**config.mk**
```make
export PLATFORM = sky130hd
export DESIGN_NAME = qmm_div
export DESIGN_NICKNAME = d
export VERILOG_FILES = /design/src/rtl/qmm_pkg.sv /design/src/rtl/qmm_div.sv
export SDC_FILE = /design/constraint.sdc
export NUM_CORES = 2
export LEC_CHECK = 0
export BUFFER_PORTS_ARGS = -buffer_cell sky130_fd_sc_hd__buf_2
export CAP_MARGIN = 10
export CORE_MARGIN = 4
export CORE_UTILIZATION = 50
export CTS_BUF_LIST = sky130_fd_sc_hd__clkbuf_8
export DETAILED_ROUTE_END_ITERATION = 10
export GPL_TIMING_DRIVEN = 0
export PLACE_DENSITY = 0.77
export SLEW_MARGIN = 20
export SYNTH_ARGS = -nofsm -noshare
export SYNTH_HDL_FRONTEND = slang
export SYNTH_SLANG_ARGS = --single-unit
```
**constraint.sdc**
```tcl
create_clock -name clk -period 3.7 [get_ports clk]
set_input_delay 0.185 -clock clk [delete_from_list [all_inputs] [get_ports clk]]
set_output_delay 0.185 -clock clk [all_outputs]
set_load 0.01 [all_outputs]
```
**src/rtl/qmm_pkg.sv**
```systemverilog
// Package for the quad motor mixer: field widths, command and result structs,
// configuration register indexes and the cross-layout scaling constant.
// No dependencies.
package qmm_pkg;

  // Default number of fraction bits (1.0 = 2**FRAC_BITS)
  localparam int FRAC_BITS_DEF = 14;

  // Field widths
  localparam int THR_W  = 15;
  localparam int ADJ_W  = 16;
  localparam int CMP_W  = 16;
  localparam int BASE_W = 15;

  // Motor sums before normalization fit in 18 bits signed
  localparam int SUM_W = 18;

  // Four motors, one lane each
  localparam int LANES = 4;

  // Cross layout factor 11585/16384 (about 1/sqrt(2)), floor rounding
  localparam int DIAG_W = 15;
  localparam logic signed [DIAG_W-1:0] DIAG_NUM = 15'sd11585;
  localparam int DIAG_SHIFT  = 14;
  localparam int DIAG_PROD_W = ADJ_W + DIAG_W;

  // Configuration port
  localparam int CFG_IDX_W  = 1;
  localparam int CFG_DATA_W = BASE_W;
  localparam logic [CFG_IDX_W-1:0] REG_PLUS_LAYOUT = 1'd0;
  localparam logic [CFG_IDX_W-1:0] REG_PULSE_BASE  = 1'd1;

  typedef struct packed {
    logic        [THR_W-1:0] throttle;
    logic signed [ADJ_W-1:0] roll_adj;
    logic signed [ADJ_W-1:0] pitch_adj;
    logic signed [ADJ_W-1:0] yaw_adj;
  } qmm_cmd_t;

  typedef struct packed {
    logic [CMP_W-1:0] motor1_compare;
    logic [CMP_W-1:0] motor2_compare;
    logic [CMP_W-1:0] motor3_compare;
    logic [CMP_W-1:0] motor4_compare;
  } qmm_res_t;

endpackage

```
**src/rtl/qmm_div.sv**
```systemverilog
// Pipelined four-lane restoring divider: quot = floor(dividend * 2**FRAC_BITS / divisor),
// one quotient bit per stage, all lanes share one divisor (dividend <= divisor).
// Depends on qmm_pkg.
module qmm_div #(
  parameter int FRAC_BITS = qmm_pkg::FRAC_BITS_DEF,
  parameter int VAL_W     = qmm_pkg::SUM_W
) (
  input  logic                                        clk,
  input  logic                                        rst,
  input  logic                                        in_valid,
  input  logic [VAL_W-1:0]                            divisor,
  input  logic [qmm_pkg::LANES-1:0][VAL_W-1:0]        dividend,
  output logic                                        out_valid,
  output logic [qmm_pkg::LANES-1:0][FRAC_BITS:0]      quot
);
  import qmm_pkg::*;

  localparam int NSTG = FRAC_BITS + 1;
  localparam logic [FRAC_BITS:0] ONE_Q = (FRAC_BITS+1)'(1) << FRAC_BITS;

  logic [LANES-1:0][VAL_W-1:0]   rem [NSTG+1];
  logic [LANES-1:0][FRAC_BITS:0] qt  [NSTG+1];
  logic [VAL_W-1:0]              dvs [NSTG+1];
  logic                          vld [NSTG+1];

  assign rem[0] = dividend;
  assign qt[0]  = '0;
  assign dvs[0] = divisor;
  assign vld[0] = in_valid;

  for (genvar s = 0; s < NSTG; s++) begin : g_stg
    logic [VAL_W:0]   trial [LANES];
    logic [LANES-1:0] take;

    always_comb begin
      for (int l = 0; l < LANES; l++) begin
        // first step compares the dividend itself, later steps shift in a zero
        if (s == 0) begin
          trial[l] = {1'b0, rem[s][l]};
        end else begin
          trial[l] = {rem[s][l], 1'b0};
        end
        take[l] = trial[l] >= {1'b0, dvs[s]};
      end
    end

    always_ff @(posedge clk) begin
      if (rst) begin
        vld[s+1] <= 1'b0;
      end else begin
        vld[s+1] <= vld[s];
      end
    end

    always_ff @(posedge clk) begin
      dvs[s+1] <= dvs[s];
      for (int l = 0; l < LANES; l++) begin
        if (take[l]) begin
          rem[s+1][l] <= VAL_W'(trial[l] - {1'b0, dvs[s]});
        end else begin
          rem[s+1][l] <= VAL_W'(trial[l]);
        end
        qt[s+1][l] <= {qt[s][l][FRAC_BITS-1:0], take[l]};
      end
    end
  end

  assign out_valid = vld[NSTG];
  assign quot      = qt[NSTG];

  logic quot_in_range;
  always_comb begin
    quot_in_range = 1'b1;
    for (int l = 0; l < LANES; l++) begin
      if (quot[l] > ONE_Q) begin
        quot_in_range = 1'b0;
      end
    end
  end

  // Dividend never exceeds divisor, so no quotient passes 1.0
  a_quot_range: assert property (@(posedge clk) disable iff (rst)
    out_valid |-> quot_in_range)
    else $error("qmm_div: quotient above 1.0");

endmodule

```
==> results.md <==
- Status: complete, but fails checks
- F_max: between 200 and 300 MHz
- Rel. slew slack: 35.6%
- CTS tree: yes
- Die ar.: between 150,000 and 200,000 sq um
- Placed Area: between 90,000 and 100,000 sq um
- # IOs: roughly 150
- Yosys Warn Count: 0
- Initial Util: between 50% and 60%
- RSZ-0062 raised after global routing: yes
- Fin. Hold Viols: 0
- Count of final setup violators: 3
- CP max stage delay: roughly 0.57 ns
- Endpoint type of the worst setup path: register
- Slew Viols, Final: 0
- IO buf count: around 150
- Clock skew: ~0.12 ns
- Root buf cell: clkbuf_8
- Overall power: 112,000 uW
- Vias in the first global route: 73,700
- Max Root-Sink Buffers: 4
- Flops & latches, synth: approximately 1,800
- Fin area: 108,000 sq um
- Post-synth EDFFs: 0
- Lkg Pwr: 0.0484 uW
- Switching part of the total: 40.4%
- Pwr dens: around 1000 nW/um^2
- Post-route worst setup slack: -0.00611 ns
- CP startpoint kind: input port
- Vias per cell: between 5 and 6
- Post-synthesis cell count: around 9,500
- Global-route wire length before repair: ~430,000 microns
- Worst-path clk slew: approximately 0.06 ns
- Combinational share of power: ~54%
- DRT Wirelength: ~290,000 microns
- Top_reg_cell synth: dfxtp_1
- Clk Latency, worst-skew pair: 1.07 ns
- CP Class: in2reg
- GRT Overall Usage: ~29%
- CP top delay family: buffers and inverters
- Worst IR Drop VDD: between 500 and 600 uV
- Synth Net Count: 10,700
- Layout cells sized above 1: 17.7%
- DR WL/cell: 22.0 microns
- Mean Syn Cell Area: 9.81 sq um
- Placed cell count: around 12,000
- Core Region: 185,000 sq um
- CTS buffer count: around 310
- Remaining antenna violation count: 0
- WP buf/inv: 6
- FFs w/ async S/R, synth: 0%
- Synthesized area: ~93,000 sq um
- Pin count of the biggest net entering global routing: 17
- Sequential share of the synthesized area: roughly 38%
- Number of remaining DRC errors: 0
- NumNets Final: 11,500
- Slew @ Worst Pin: 0.965 ns
- Drt initial violations: between 5,000 and 6,000
- Placer Congestion: around 0.97
- Switch Pwr: between 40,000 and 50,000 uW
- HP Class: in2reg
- H-tree lvl count: 5
- Yosys cell types: 93
- Syn-to-layout area delta: 15.4%
- Critical Path RT: about 4.6 ns
- Worst Path Max Fanout: 10
- Sink Count: around 1,800
- Die Y: 440 microns
- Die X: around 440 microns
- Drt pass-1 iters: 6
- Fin crit period: around 3.7 ns
- Total gr overflow: 0
- Violated checks: negative setup slack
- Slowest cell on crit path: dlygate4sd3_1
- Via Count: 74,300
- Num rows: between 150 and 200
- Most common cell on crit path: a21o_1
- Part of the power in registers: slightly below 30%
- Crit path cell chain: dlygate4sd3_1, buf_2, clkinvlp_4, buf_12, fa_1, a21o_1, a31oi_1, o21ai_1, a211o_1, a21o_1, a21o_1, nor4_1, o21bai_1, buf_2, mux2_2, dlygate4sd3_1
- Clock power frac: 16.7%
- DP HPWL: roughly 220,000 microns
- Max-cap violations: 0
- Crit path DAT: approximately 4.6 ns
- Post-Layout Cell Count: between 10,000 and 15,000
- Crit share post-route: 100%
- Initial antenna violation count: 8
- Internal power: 67,000 uW
[final cells by class]
type                       count  area [sq um]
antenna                       17          42.5
buffer                       170          1070
clock buffer                 374          5150
clock inverter               153          1360
fill                       16000         77800
inverter                     469          1870
multi-input combinational   7113         55900
sequential                  1755         35200
tap                         2480          3100
timing repair buffer         499          3980
[power by group through the flow]
stage,clock (uW),combinational (uW),sequential (uW)
after global routing,20100,66500,33300
after global placement,0,57200,32800
after detailed placement,0,58000,32900
after CTS,19200,59400,32600
after floorplan,0,45100,30100
final,18800,60900,32700
[through the flow]
stage               hold slack (ns)  utilization, %  TNS, ns  worst slack [ns]
floorplan                     0.213               -        0             0.450
global placement              0.309            52.4   -78.40            -0.747
detailed placement            0.312            52.4   -89.76            -0.681
CTS                         0.00977            57.5        0          0.000926
global route                 0.0515            58.0   -0.547            -0.200
finish                        0.118            58.0  -0.0114          -0.00611
[sequential cells by signal, summed over array words and instances (netlist names)]
signal       flops
g_stg.trial   1008
qt             420
dvs            252
quot            60
vld             14
out_valid        1
[kinds of logic after synthesis]
| family | count (synthesis) | share of synthesized area [%] |
|---|---|---|
| fa+ha+maj | 1132 | 15.6 |
| flops | 1755 | 37.7 |
| compound gates | 2383 | 16.4 |
| mux | 782 | 9.46 |
| buf+inv | 644 | 2.96 |
| simple gates | 2029 | 10.5 |
| xor+xnor | 787 | 7.39 |
[layer usage]
metal / part of all wire [%] / global-route usage (%)
met1: 40 / 33.3
met3: 4.9 / 4.19
met5: 0.014 / 0
met4: 7.1 / 17.9
met2: 48 / 49.3
[layout by cell type (no fill, tap or decap), drive strengths merged, types with 86 or more instances in the layout]
master / count
nand3: 191
a21oi: 760
o21ai: 470
nand2: 502
buf: 390
o21bai: 110
dfxtp: 1755
inv: 510
dlygate4sd3: 215
xor2: 267
xnor2: 520
clkbuf: 437
nor2b: 161
mux2: 769
a21o: 389
nand4: 103
a211oi: 86
a31oi: 88
o21a: 105
ha: 1076
nor2: 558
nor3: 146
[synth_stat cells (all sizes together), types with 19 or more instances]
master / instances / area [sq um]
dfxtp: 1755 / 35100
ha: 1076 / 13500
mux2: 769 / 8690
a21oi: 760 / 3810
nor2: 558 / 2090
xnor2: 520 / 4550
nand2: 502 / 1880
o21ai: 470 / 2360
inv: 469 / 1760
a21o: 389 / 2920
xor2: 267 / 2340
nand3: 191 / 956
nor2b: 161 / 1010
nor3: 146 / 736
buf: 114 / 771
o21bai: 110 / 826
o21a: 105 / 788
nand4: 103 / 644
a31oi: 88 / 659
a211oi: 86 / 663
nand2b: 83 / 519
clkbuf: 61 / 229
and3: 59 / 369
or2: 57 / 357
fa: 56 / 1120
and2: 55 / 344
a211o: 54 / 473
o31ai: 34 / 255
a2111oi: 31 / 373
a21boi: 30 / 225
or3: 30 / 188
nor4: 25 / 171
o211ai: 23 / 178
o22ai: 22 / 138
o41ai: 20 / 175
o311ai: 19 / 166
[worst min-delay path, cell delays in order]
cell           delay, ns
dlygate4sd3_1       0.56
buf_2               0.13
nand2_1             0.04
o21ai_0             0.16
[final timing paths]
kind                                        from                          to  slack (ns)  cells past startpoint
worst min-delay path                dividend[35]  g_stg[1].trial[56]$_DFF_P_        0.12                      4
worst min register to register   qt[277]$_DFF_P_             qt[218]$_DFF_P_        0.25                      0
worst max register to register  dvs[216]$_DFF_P_  g_stg[4].trial[36]$_DFF_P_           0                     11
worst max-delay path                  divisor[1]  g_stg[1].trial[18]$_DFF_P_      -0.006                     16
[timing repair]
item	4_1_cts	5_1_grt
hold buffers	215	1
pin swaps	15	14
resized for setup	95	122
endpoints found under the hold margin	107	1
setup buffers	68	62
setup endpoints to repair	446	512
(Power assumes the default switching activity.)
